[src/hdl/mspf_pkg.sv]
// ----------------------------------------------------------------------------
// mspf_pkg
// Shared types and constants of the magnetometer sample frame parser.
// ----------------------------------------------------------------------------
`default_nettype none

package mspf_pkg;

  // payload length of a sample frame and the byte offsets of its fields
  localparam int SAMPLE_LEN = 20;
  localparam int IDX_W      = $clog2(SAMPLE_LEN);
  localparam int AXIS_X_AT  = 0;
  localparam int AXIS_Y_AT  = 4;
  localparam int AXIS_Z_AT  = 8;
  localparam int STAMP_AT   = 12;

  // configuration port
  localparam int CFG_IDX_W  = 2;
  localparam int CFG_DATA_W = 16;

  localparam logic [CFG_IDX_W-1:0] REG_SYNC_FIRST      = 2'd0;
  localparam logic [CFG_IDX_W-1:0] REG_SYNC_SECOND     = 2'd1;
  localparam logic [CFG_IDX_W-1:0] REG_SAMPLE_MSG_ID   = 2'd2;
  localparam logic [CFG_IDX_W-1:0] REG_MAX_SKIP_LENGTH = 2'd3;

  localparam logic [7:0]  RST_SYNC_FIRST      = 8'd209;
  localparam logic [7:0]  RST_SYNC_SECOND     = 8'd29;
  localparam logic [7:0]  RST_SAMPLE_MSG_ID   = 8'd1;
  localparam logic [15:0] RST_MAX_SKIP_LENGTH = 16'd1024;

  // result status codes
  localparam logic [1:0] STATUS_INCOMPLETE  = 2'd0;
  localparam logic [1:0] STATUS_SAMPLE      = 2'd1;
  localparam logic [1:0] STATUS_MISMATCH    = 2'd2;
  localparam logic [1:0] STATUS_UNSUPPORTED = 2'd3;

  typedef struct packed {
    logic [7:0]  sync_first;
    logic [7:0]  sync_second;
    logic [7:0]  sample_msg_id;
    logic [15:0] max_skip_length;
  } cfg_t;

  typedef struct packed {
    logic             en;
    logic [IDX_W-1:0] addr;
    logic [7:0]       data;
  } store_wr_t;

  typedef struct packed {
    logic signed [31:0] axis_x;
    logic signed [31:0] axis_y;
    logic signed [31:0] axis_z;
    logic [63:0]        stamp_us;
  } sample_t;

endpackage

`default_nettype wire

[src/hdl/mspf_if.sv]
// ----------------------------------------------------------------------------
// mspf_if
// Valid/ready channels: received byte in, parse result out.
// ----------------------------------------------------------------------------
`default_nettype none

interface mspf_in_if;
  logic       valid;
  logic       ready;
  logic [7:0] rx_byte;

  modport source (output valid, output rx_byte, input ready);
  modport sink   (input valid, input rx_byte, output ready);
endinterface

interface mspf_out_if;
  logic               valid;
  logic               ready;
  logic [1:0]         status;
  logic signed [31:0] axis_x;
  logic signed [31:0] axis_y;
  logic signed [31:0] axis_z;
  logic [63:0]        stamp_us;

  modport source (output valid, output status, output axis_x, output axis_y,
                  output axis_z, output stamp_us, input ready);
  modport sink   (input valid, input status, input axis_x, input axis_y,
                  input axis_z, input stamp_us, output ready);
endinterface

`default_nettype wire

[src/hdl/mspf_frame_fsm.sv]
// ----------------------------------------------------------------------------
// mspf_frame_fsm
// Frame state machine: sync hunt, header, payload and Fletcher-8 check.
// ----------------------------------------------------------------------------
`default_nettype none

module mspf_frame_fsm (
  input  wire logic               clk,
  input  wire logic               rst,
  input  wire logic               accept,
  input  wire logic [7:0]         rx_byte,
  input  wire mspf_pkg::cfg_t     cfg,
  output mspf_pkg::store_wr_t     wr,
  output logic [1:0]              status
);

  typedef enum logic [2:0] {
    PH_SYNC1, PH_SYNC2, PH_ID, PH_LEN1, PH_LEN2, PH_PAY, PH_CKA, PH_CKB
  } phase_t;

  phase_t      phase, phase_next;
  logic [7:0]  frame_id, frame_id_next;
  logic [15:0] frame_length, frame_length_next;
  logic [15:0] byte_index, byte_index_next;
  logic [7:0]  sum_a, sum_a_next;
  logic [7:0]  sum_b, sum_b_next;

  logic [7:0]  sum_a_upd;
  logic [7:0]  sum_b_upd;
  logic [15:0] len_full;
  logic [15:0] index_inc;
  logic        known;
  logic        clear;

  assign sum_a_upd = sum_a + rx_byte;
  assign sum_b_upd = sum_b + sum_a_upd;
  assign len_full  = {rx_byte, frame_length[7:0]};
  assign index_inc = byte_index + 16'd1;
  assign known     = (frame_id == cfg.sample_msg_id);

  always_comb begin
    phase_next        = phase;
    frame_id_next     = frame_id;
    frame_length_next = frame_length;
    byte_index_next   = byte_index;
    sum_a_next        = sum_a;
    sum_b_next        = sum_b;
    clear             = 1'b0;
    status            = mspf_pkg::STATUS_INCOMPLETE;
    wr.en             = 1'b0;
    wr.addr           = byte_index[mspf_pkg::IDX_W-1:0];
    wr.data           = rx_byte;

    case (phase)
      PH_SYNC1: begin
        if (rx_byte == cfg.sync_first) phase_next = PH_SYNC2;
      end
      PH_SYNC2: begin
        if (rx_byte == cfg.sync_second) begin
          sum_a_next = 8'd0;
          sum_b_next = 8'd0;
          phase_next = PH_ID;
        end else if (rx_byte == cfg.sync_first) begin
          phase_next = PH_SYNC2;
        end else begin
          phase_next = PH_SYNC1;
        end
      end
      PH_ID: begin
        frame_id_next = rx_byte;
        sum_a_next    = sum_a_upd;
        sum_b_next    = sum_b_upd;
        phase_next    = PH_LEN1;
      end
      PH_LEN1: begin
        frame_length_next = {8'd0, rx_byte};
        sum_a_next        = sum_a_upd;
        sum_b_next        = sum_b_upd;
        phase_next        = PH_LEN2;
      end
      PH_LEN2: begin
        frame_length_next = len_full;
        sum_a_next        = sum_a_upd;
        sum_b_next        = sum_b_upd;
        byte_index_next   = 16'd0;
        // wrongly sized sample frame or oversized unknown frame is dropped
        if ((known && len_full != 16'(mspf_pkg::SAMPLE_LEN)) ||
            (!known && len_full > cfg.max_skip_length)) begin
          clear = 1'b1;
        end else if (len_full == 16'd0) begin
          phase_next = PH_CKA;
        end else begin
          phase_next = PH_PAY;
        end
      end
      PH_PAY: begin
        sum_a_next      = sum_a_upd;
        sum_b_next      = sum_b_upd;
        wr.en           = known && (byte_index < 16'(mspf_pkg::SAMPLE_LEN));
        byte_index_next = index_inc;
        if (index_inc == frame_length) phase_next = PH_CKA;
      end
      PH_CKA: begin
        if (rx_byte != sum_a) begin
          clear  = 1'b1;
          status = mspf_pkg::STATUS_MISMATCH;
        end else begin
          phase_next = PH_CKB;
        end
      end
      PH_CKB: begin
        clear = 1'b1;
        if (rx_byte != sum_b) status = mspf_pkg::STATUS_MISMATCH;
        else if (!known)      status = mspf_pkg::STATUS_UNSUPPORTED;
        else                  status = mspf_pkg::STATUS_SAMPLE;
      end
      default: begin
        clear = 1'b1;
      end
    endcase

    // frame end or drop: back to the hunt with a clean header
    if (clear) begin
      phase_next        = PH_SYNC1;
      frame_id_next     = 8'd0;
      frame_length_next = 16'd0;
      byte_index_next   = 16'd0;
      sum_a_next        = 8'd0;
      sum_b_next        = 8'd0;
    end

    if (!accept) wr.en = 1'b0;
  end

  always_ff @(posedge clk) begin
    if (rst) begin
      phase        <= PH_SYNC1;
      frame_id     <= 8'd0;
      frame_length <= 16'd0;
      byte_index   <= 16'd0;
      sum_a        <= 8'd0;
      sum_b        <= 8'd0;
    end else if (accept) begin
      phase        <= phase_next;
      frame_id     <= frame_id_next;
      frame_length <= frame_length_next;
      byte_index   <= byte_index_next;
      sum_a        <= sum_a_next;
      sum_b        <= sum_b_next;
    end
  end

endmodule

`default_nettype wire

[src/hdl/mspf_sample_store.sv]
// ----------------------------------------------------------------------------
// mspf_sample_store
// Payload bytes of the current sample frame and their little-endian decode.
// ----------------------------------------------------------------------------
`default_nettype none

module mspf_sample_store (
  input  wire logic                clk,
  input  wire mspf_pkg::store_wr_t wr,
  output mspf_pkg::sample_t        sample
);

  logic [7:0] mem [mspf_pkg::SAMPLE_LEN];

  // no reset: contents only read once a full sample payload has been written
  always_ff @(posedge clk) begin
    if (wr.en) mem[wr.addr] <= wr.data;
  end

  always_comb begin
    for (int k = 0; k < 4; k++) begin
      sample.axis_x[8*k +: 8] = mem[mspf_pkg::AXIS_X_AT + k];
      sample.axis_y[8*k +: 8] = mem[mspf_pkg::AXIS_Y_AT + k];
      sample.axis_z[8*k +: 8] = mem[mspf_pkg::AXIS_Z_AT + k];
    end
    for (int k = 0; k < 8; k++) begin
      sample.stamp_us[8*k +: 8] = mem[mspf_pkg::STAMP_AT + k];
    end
  end

endmodule

`default_nettype wire

[src/hdl/mag_sample_frame_parser_unit.sv]
// latency: a result word is valid in the cycle after its byte is accepted
// throughput: one byte per cycle unless stalled; frame state and checksum update
// in one step. The result register frees as it is taken, so input and output
// can move together; reset clears the registers to their defaults, the parser to
// sync hunt and the result register to empty; stored sample bytes are not cleared
// ----------------------------------------------------------------------------
// mag_sample_frame_parser_unit
// Framed magnetometer packet parser with Fletcher-8 check, one result per byte.
// ----------------------------------------------------------------------------
`default_nettype none

module mag_sample_frame_parser_unit (
  input  wire logic                            clk,
  input  wire logic                            rst,
  mspf_in_if.sink                              rx,
  mspf_out_if.source                           res,
  input  wire logic                            cfg_we,
  input  wire logic [mspf_pkg::CFG_IDX_W-1:0]  cfg_index,
  input  wire logic [mspf_pkg::CFG_DATA_W-1:0] cfg_data
);

  mspf_pkg::cfg_t      cfg;
  mspf_pkg::store_wr_t wr;
  mspf_pkg::sample_t   sample;
  logic [1:0]          status;
  logic                accept;

  assign rx.ready = !res.valid || res.ready;
  assign accept   = rx.valid && rx.ready;

  always_ff @(posedge clk) begin
    if (rst) begin
      cfg.sync_first      <= mspf_pkg::RST_SYNC_FIRST;
      cfg.sync_second     <= mspf_pkg::RST_SYNC_SECOND;
      cfg.sample_msg_id   <= mspf_pkg::RST_SAMPLE_MSG_ID;
      cfg.max_skip_length <= mspf_pkg::RST_MAX_SKIP_LENGTH;
    end else if (cfg_we) begin
      case (cfg_index)
        mspf_pkg::REG_SYNC_FIRST:      cfg.sync_first      <= cfg_data[7:0];
        mspf_pkg::REG_SYNC_SECOND:     cfg.sync_second     <= cfg_data[7:0];
        mspf_pkg::REG_SAMPLE_MSG_ID:   cfg.sample_msg_id   <= cfg_data[7:0];
        mspf_pkg::REG_MAX_SKIP_LENGTH: cfg.max_skip_length <= cfg_data[15:0];
        default: ;
      endcase
    end
  end

  mspf_frame_fsm u_fsm (
    .clk     (clk),
    .rst     (rst),
    .accept  (accept),
    .rx_byte (rx.rx_byte),
    .cfg     (cfg),
    .wr      (wr),
    .status  (status)
  );

  mspf_sample_store u_store (
    .clk    (clk),
    .wr     (wr),
    .sample (sample)
  );

  always_ff @(posedge clk) begin
    if (rst) begin
      res.valid <= 1'b0;
    end else if (accept) begin
      res.valid <= 1'b1;
    end else if (res.ready) begin
      res.valid <= 1'b0;
    end
  end

  // result payload, sample fields zero unless a good sample frame closed
  always_ff @(posedge clk) begin
    if (accept) begin
      res.status <= status;
      if (status == mspf_pkg::STATUS_SAMPLE) begin
        res.axis_x   <= sample.axis_x;
        res.axis_y   <= sample.axis_y;
        res.axis_z   <= sample.axis_z;
        res.stamp_us <= sample.stamp_us;
      end else begin
        res.axis_x   <= 32'sd0;
        res.axis_y   <= 32'sd0;
        res.axis_z   <= 32'sd0;
        res.stamp_us <= 64'd0;
      end
    end
  end

endmodule

`default_nettype wire

[src/flat_wrapper.sv]
// flat-port wrapper written by rule: the top's interface ports become plain ports
module mag_sample_frame_parser_unit_flat 
  (clk, rst, cfg_we, cfg_index, cfg_data, rx_valid, rx_rx_byte, rx_ready, res_valid, res_status, res_axis_x, res_axis_y, res_axis_z, res_stamp_us, res_ready);
  mspf_in_if rx_i ();
  mspf_out_if res_i ();
  input  wire logic clk;
  input  wire logic rst;
  input  wire logic cfg_we;
  input  wire logic [mspf_pkg::CFG_IDX_W-1:0] cfg_index;
  input  wire logic [mspf_pkg::CFG_DATA_W-1:0] cfg_data;
  input wire logic [$bits(rx_i.valid)-1:0] rx_valid;
  input wire logic [$bits(rx_i.rx_byte)-1:0] rx_rx_byte;
  output wire logic [$bits(rx_i.ready)-1:0] rx_ready;
  output wire logic [$bits(res_i.valid)-1:0] res_valid;
  output wire logic [$bits(res_i.status)-1:0] res_status;
  output wire logic [$bits(res_i.axis_x)-1:0] res_axis_x;
  output wire logic [$bits(res_i.axis_y)-1:0] res_axis_y;
  output wire logic [$bits(res_i.axis_z)-1:0] res_axis_z;
  output wire logic [$bits(res_i.stamp_us)-1:0] res_stamp_us;
  input wire logic [$bits(res_i.ready)-1:0] res_ready;
  assign rx_i.valid = rx_valid;
  assign rx_i.rx_byte = rx_rx_byte;
  assign rx_ready = rx_i.ready;
  assign res_valid = res_i.valid;
  assign res_status = res_i.status;
  assign res_axis_x = res_i.axis_x;
  assign res_axis_y = res_i.axis_y;
  assign res_axis_z = res_i.axis_z;
  assign res_stamp_us = res_i.stamp_us;
  assign res_i.ready = res_ready;
  mag_sample_frame_parser_unit u_core (.clk(clk), .rst(rst), .rx(rx_i), .res(res_i), .cfg_we(cfg_we), .cfg_index(cfg_index), .cfg_data(cfg_data));
endmodule
[config.mk]
export PLATFORM = sky130hd
export DESIGN_NAME = mag_sample_frame_parser_unit_flat
export DESIGN_NICKNAME = d
export VERILOG_FILES = /design/src/hdl/mspf_pkg.sv /design/src/hdl/mspf_if.sv /design/src/hdl/mspf_frame_fsm.sv /design/src/hdl/mspf_sample_store.sv /design/src/hdl/mag_sample_frame_parser_unit.sv /design/src/flat_wrapper.sv
export SDC_FILE = /design/constraint.sdc
export NUM_CORES = 1
export LEC_CHECK = 0
export BUFFER_PORTS_ARGS = -buffer_cell sky130_fd_sc_hd__buf_2
export CORE_MARGIN = 4
export CORE_UTILIZATION = 58
export DETAILED_ROUTE_END_ITERATION = 8
export MAX_ROUTING_LAYER = met4
export PLACE_DENSITY = 0.79
export SYNTH_ARGS = -nofsm -noshare
export SYNTH_HDL_FRONTEND = slang
export SYNTH_SLANG_ARGS = --single-unit
[constraint.sdc]
create_clock -name clk -period 8.7 [get_ports clk]
set_clock_uncertainty 0.2 [all_clocks]
set_input_delay 1.74 -clock clk [delete_from_list [all_inputs] [get_ports clk]]
set_output_delay 1.74 -clock clk [all_outputs]
set_load 0.05 [all_outputs]
==> summary.md, run 1 <==
| Metric | Value |
|---|---|
| Die Ht | `178 µm` |
| Commonest non-fill, non-tap cells in the layout | `322 x edfxtp_1, 194 x buf_2, 162 x and2_1, 125 x nand2_1, 100 x dfxtp_1` |
| Setup TNS Final | `0 ns` |
| GRT busiest layer | `met2` |
| Row cnt | `62` |
| Antenna cells | `0` |
| Pins Over Slew Limit | `0` |
| Synth area leader | `edfxtp_1` |
| Sw Pwr | `949 µW` |
| Flops & latches, synth | `422` |
| Router iterations before antenna repair | `5` |
| Period utilization | `0.653` |
| DR iter-0 viols | `1274` |
| Clk_lat worst skew | `0.54 ns` |
| Starting Density | `0.587` |
| Final #Nets | `1525` |
| Register area | `0.0117 mm²` |
| Vias in the first global route | `9922` |
| Clk buf depth | `3` |
| Area taken by multi-input logic gates | `0.00474 mm²` |
| Post-CTS resize count | `0` |
| CTS root buffer | `clkbuf_16` |
| Cell Area, Synth | `0.0168 mm²` |
| Top area cells in the synthesized netlist | `edfxtp_1 58%, dfxtp_1 12%, and2_1 6.0%, nand2_1 2.8%, ha_1 2.5%` |
| Syn_nets | `1344` |
| Dpl hpwl | `22.2 mm` |
| Clk pin slew, worst setup/hold paths | `0.06 ns` |
| Vias | `10500` |
| Final WL | `35.8 mm` |
| P_leak | `7.33 nW` |
| PD cells | `214 mW/mm²` |
| Tmin final | `5.68 ns` |
| Layout cells sized above 1 | `0.186` |
| Met3 Usage GRT | `0.0356` |
| CTS tree | `built` |
| Total power | `4.14 mW` |
| Die width | `178 µm` |
| Sink Count | `422` |
| Placer Congestion | `0.848` |
| Clock share of power | `0.399` |
| Async S/R FF share, synth | `0` |
| Area delta synth->final | `15.1%` |
| Die ar. | `0.0317 mm²` |
| Finish-stage setup viols | `0` |
| Sequential fraction of the synthesis area | `0.695` |
| Core Area | `0.0286 mm²` |
| Top cell type's share of synthesized area | `0.576` |
| Logic pwr share | `0.065` |
| Worst-margin pin slew | `1.23 ns` |
| H-tree depth | `2` |
| Hold_buf cts | `0` |
| Seq pwr share | `0.536` |
| P_int | `3.19 mW` |
| Core Util, Final | `0.675` |
| Synth unique cells | `65` |
| Post-synth EDFFs | `322` |
| Max_cap viols | `0` |
| Worst min path class | `flop to flop` |
| GR Layer Usage met1 | `0.305` |
| Largest fanout on the critical path | `87` |
| Max frequency | `176 MHz` |
| First-pass GRT wire length | `54.5 mm` |
| Fillers | `2013` |
| Ys flop type | `edfxtp_1` |
| CP required | `8.66 ns` |
| Peak supply drop | `0.123 mV` |
| Initial antenna violation count | `0` |
| IO Pins | `195` |
| Outcome | `finished, final reports clean` |
| Via density | `5.59` |
| Post-CTS Setup Repair Bufs | `0` |
| Most common cell after layout, fill and taps aside | `edfxtp_1` |
| Relative slew slack | `0.183` |
| Avg WL per Cell | `19.1 µm` |
| DRC Markers | `0` |
| Largest net degree at the start of global routing | `161` |
| Startpoint Class | `input pin` |
| Final hold violations | `0` |
| Crit Path Category | `input pin to flop` |
| Switching Share | `0.229` |
| Syn Inst Count | `1277` |
| Critical path capture point type | `flop` |
| Port Buffers | `194` |
| Remaining antenna violation count | `0` |
| WP data arrival | `5.64 ns` |
| Met2 Use GR | `0.374` |
| CTS buffer count | `41` |
| Syn. warnings | `0` |
| Avg Cell Area, Syn | `13.2 µm²` |
| RSZ-0062 raised after global routing | `false` |
| GR Overflow Total | `0` |
| Total GRT Usage | `0.228` |
logic make-up (layout without fill, tap and decap cells):
group / Yosys count / after routing / synth area share
multiplexers: 23 / 23 / 0.0137
AO/OA/AOI/OAI: 155 / 155 / 0.0605
AND/OR/NAND/NOR: 481 / 481 / 0.148
flip-flops: 422 / 422 / 0.695
adder cells (fa/ha/maj): 36 / 36 / 0.0277
buffers and inverters: 99 / 313 / 0.0229
XOR/XNOR: 61 / 61 / 0.0318
routing by layer:
layer / vias up / wire length [µm]
met5: - / 0
met4: 0 / 599
met3: 52 / 2700
met2: 393 / 17500
met1: 5102 / 15000
li1: 4926 / -
synth_stat cells, drive strengths merged, types with 6 or more instances:
master  count
xnor2      33
a31oi       7
mux2i      23
a22o        8
nor2       88
ha         34
and3        6
edfxtp    322
buf        12
clkbuf     55
xor2       28
dfxtp     100
inv        31
a211oi      6
and2      162
nor4       16
a32oi      14
o21ai      31
a21oi      52
nor3       15
nand3      19
nand2     125
nand4      18
power groups by stage:
stage / logic, mW / clock network [mW] / registers, mW
after detailed placement: 0.272 / 0 / 2.26
after global placement: 0.268 / 0 / 2.26
final: 0.271 / 1.65 / 2.22
after CTS: 0.273 / 1.68 / 2.22
after global routing: 0.286 / 1.77 / 2.22
after floorplan: 0.0663 / 0 / 2.39
final cells by class:
class                   instances  share of cell area
clock buffers                  56              0.0576
flip-flops and latches        422               0.604
multi-input cells             756               0.245
well taps                     384              0.0249
inverters                      32             0.00647
repair buffers                205              0.0545
clock inverters                20             0.00744
sequential cells by signal, summed over array words and instances, names as in the netlist, 3 cells and up:
| signal | cells |
|---|---|
| u_core.u_store.mem | 160 |
| u_core.res.stamp_us | 64 |
| u_core.cfg | 40 |
| u_core.res.axis_x | 32 |
| u_core.res.axis_y | 32 |
| u_core.res.axis_z | 32 |
| u_core.u_fsm.byte_index | 16 |
| u_core.u_fsm.frame_length | 16 |
| u_core.u_fsm.frame_id | 8 |
| u_core.u_fsm.sum_a | 8 |
| u_core.u_fsm.sum_b | 8 |
| u_core.u_fsm.phase | 3 |
worst max-delay path, stage by stage:
cell	delay (ns)
buf_2	0.08
nand2b_1	0.13
nand2_1	0.28
inv_6	0.67
nand3_1	0.81
nor4_1	0.83
nand2_1	0.38
nor2_1	0.68
final timing paths:
check | from | endpoint | slack [ns] | depth (start not counted)
hold / removal | u_core.cfg[6] | u_core.cfg[6] | 0.26 | 2
setup / recovery | res_ready | u_core.u_store.mem[15][5] | 3.02 | 8
hold reg to reg | u_core.cfg[6] | u_core.cfg[6] | 0.26 | 2
setup reg to reg | u_core.res.valid | u_core.u_store.mem[15][5] | 4.03 | 7
per-stage QoR:
stage                     hold WS, ns  worst slack [ns]  instance area, µm²  std cells
after floorplan                 0.236             0.811               16800       1277
final                           0.258              3.02               19300       1875
after CTS                       0.262              3.06               19300       1875
after global routing            0.279              2.76               19300       1875
after detailed placement        0.249              2.60               18100       1799
after global placement          0.245              2.89               18100       1799
Power figures use the tool's default switching activity.
==> inputs of run 2 (changes only) <==
--- a/config.mk
+++ b/config.mk
@@ -7,10 +7,10 @@
 export LEC_CHECK = 0
 export BUFFER_PORTS_ARGS = -buffer_cell sky130_fd_sc_hd__buf_2
 export CORE_MARGIN = 4
-export CORE_UTILIZATION = 58
+export CORE_UTILIZATION = 52
 export DETAILED_ROUTE_END_ITERATION = 8
 export MAX_ROUTING_LAYER = met4
-export PLACE_DENSITY = 0.79
+export PLACE_DENSITY = 0.75
 export SYNTH_ARGS = -nofsm -noshare
 export SYNTH_HDL_FRONTEND = slang
 export SYNTH_SLANG_ARGS = --single-unit
==> constraint.sdc (replaced) <==
create_clock -name clk -period 4.6 [get_ports clk]
set_clock_uncertainty 0.2 [all_clocks]
set_input_delay 0.92 -clock clk [delete_from_list [all_inputs] [get_ports clk]]
set_output_delay 0.92 -clock clk [all_outputs]
set_load 0.05 [all_outputs]
==> run 2 against run 1 <==
Compared with the run above:
- setup slack worse by 1.9 ns
- highest routed layer unchanged
- via count is 0.32% higher
- largest power group unchanged
- critical path type unchanged
- flip-flop and latch count stayed put
- total power is 92% higher
- cell area is 1.1% higher
- core utilization is 5.9 points lower
==> summary.md, run 2 (synthesized netlist as in run 1, its figures left out) <==
| Metric | Value |
|---|---|
| Outcome | `finished, final reports clean` |
| Crit Path Category | `input pin to flop` |
| CP required | `4.87 ns (-3.79 ns)` |
| Via density | `5.51 (-1.3%)` |
| Final hold slack | `0.255 ns (-0.00318 ns)` |
| Placer Congestion | `0.930 (+9.7%)` |
| Startpoint Class | `input pin` |
| Fillers | `2443 (+21%)` |
| PD cells | `407 mW/mm² (+90%)` |
| CTS root buffer | `clkbuf_16` |
| Finished Cell Area | `0.0195 mm² (+1.1%)` |
| Area taken by multi-input logic gates | `0.00474 mm² (unchanged)` |
| Peak supply drop | `0.264 mV (+110%)` |
| DR iter-0 viols | `800 (-37%)` |
| Relative slew slack | `0.214 (+0.0315)` |
| Final hold violations | `0 (unchanged)` |
| Die ar. | `0.0352 mm² (+11%)` |
| Post-CTS Setup Repair Bufs | `0 (unchanged)` |
| Placed Instances | `1831 (+1.8%)` |
| Layout cells sized above 1 | `0.195 (+0.00849)` |
| Max frequency | `286 MHz` |
| First-pass GRT wire length | `57.1 mm (+4.9%)` |
| Final worst slack | `1.11 ns (-1.91 ns)` |
| Placed inst area | `0.0182 mm² (+0.84%)` |
| Avg WL per Cell | `19.4 µm (+1.6%)` |
| Sink Count | `422 (unchanged)` |
| Largest Register | `u_core.u_store.mem` |
| Core Util, Final | `0.616 (-0.0593)` |
| Finish-stage setup viols | `0 (unchanged)` |
| Largest fanout on the critical path | `10 (-89%)` |
| Hold_buf cts | `0 (unchanged)` |
| Largest regs | `u_core.u_store.mem: 160 flops, u_core.res.stamp_us: 64 flops, u_core.cfg: 40 flops` |
| CTS buffer count | `42 (+2.4%)` |
| Max_cap viols | `0 (unchanged)` |
| Period utilization | `0.760` |
| Worst-margin pin slew | `1.17 ns (-0.0562 ns)` |
| Register area | `0.0117 mm² (unchanged)` |
| H-tree depth | `2 (unchanged)` |
| Initial antenna violation count | `0 (unchanged)` |
| Commonest non-fill, non-tap cells in the layout | `322 x edfxtp_1, 194 x buf_2, 162 x and2_1, 125 x nand2_1, 100 x dfxtp_1` |
| Critical path capture point type | `flop` |
| Row cnt | `65 (+4.8%)` |
| Clk pin slew, worst setup/hold paths | `0.06 ns (about the same)` |
| Clk buf depth | `3 (unchanged)` |
| P_leak | `7.44 nW (+1.4%)` |
| Dpl hpwl | `24.7 mm (+11%)` |
| Antenna cells | `0 (unchanged)` |
| Die Ht | `188 µm (+5.4%)` |
| Total power | `7.96 mW (+92%)` |
| Post-CTS resize count | `0 (unchanged)` |
| Starting Density | `0.530 (-0.0572)` |
| GR Overflow Total | `0 (unchanged)` |
| Largest net degree at the start of global routing | `168 (+4.3%)` |
| Remaining antenna violation count | `0 (unchanged)` |
| Die width | `188 µm (+5.4%)` |
| Final #Nets | `1540 (+0.98%)` |
| Total GRT Usage | `0.212 (-0.0162)` |
| WP data arrival | `3.76 ns (-1.88 ns)` |
| IO Pins | `195 (unchanged)` |
| Tmin final | `3.49 ns` |
| Area delta synth->final | `16.3%` |
| Final WL | `37.0 mm (+3.2%)` |
| Pins Over Slew Limit | `0 (unchanged)` |
| Worst min path class | `flop to flop` |
| RSZ-0062 raised after global routing | `false` |
| CTS tree | `built` |
| Vias | `10500 (+0.32%)` |
| DRC Markers | `0 (unchanged)` |
| Port Buffers | `194 (unchanged)` |
| Max reg flops | `160 (unchanged)` |
| Setup TNS Final | `0 ns (unchanged)` |
| Non-filler instance count after layout | `1905 (+1.6%)` |
| Clk_lat worst skew | `0.55 ns (about the same)` |
| Most common cell after layout, fill and taps aside | `edfxtp_1` |
| Pre-CTS WS | `0.579 ns (-2.02 ns)` |
| Router iterations before antenna repair | `6 (+1)` |
| Core Area | `0.0317 mm² (+11%)` |
| Vias in the first global route | `10100 (+2.2%)` |
## run 2: changes by cell type in the layout (fill, tap and decap cells not counted), moves of 2 or more
cell,before,now
buf_12,0,2
buf_4,11,23
clkinv_2,9,5
clkbuf_1,13,11
clkinvlp_2,2,0
clkbuf_8,1,3
## run 2: cell type report
type,count,share of cell area
Sequential cell,422,0.597
Clock buffer,59,0.0599
Clock inverter,15,0.00724
Inverter,32,0.00640
Timing Repair Buffer,219,0.0606
Tap cell,402,0.0257
Multi-Input combinational cell,756,0.243
## run 2: path summary, 6_finish.rpt
| path | from | cells past startpoint | to | slack (ns) |
|---|---|---|---|---|
| worst max register to register | u_core.u_fsm.frame_id[6] | 6 | u_core.u_store.mem[11][0] | 1.11 |
| worst max-delay path | rx_rx_byte[0] | 13 | u_core.u_fsm.sum_b[7] | 1.11 |
| worst min register to register | u_core.cfg[13] | 2 | u_core.cfg[13] | 0.25 |
| worst min-delay path | u_core.cfg[13] | 2 | u_core.cfg[13] | 0.25 |
## run 2: routing by layer
metal | track usage | share of wire | vias to the layer above | wire length [µm]
li1 | - | - | 4961 | -
met1 | 0.292 | 0.43 | 5035 | 15900
met2 | 0.324 | 0.46 | 432 | 17100
met3 | 0.0370 | 0.078 | 78 | 2880
met4 | 0.0678 | 0.031 | 0 | 1140
met5 | - | 0 | - | 0
## run 2: where the power goes
group          switching (mW)  internal, mW
combinational           0.416         0.106
sequential             0.0311          4.17
clock                    1.39          1.85
## run 2: critical path, stage by stage
cell and delay, ns:
buf_2 0.22, ha_1 0.28, fa_1 0.40, a21o_1 0.20, a21oi_1 0.21, xnor2_1 0.19
ha_1 0.31, nand2_1 0.08, o21ai_0 0.12, o41ai_1 0.34, xnor2_1 0.13, nand4bb_1 0.19
a31oi_1 0.17
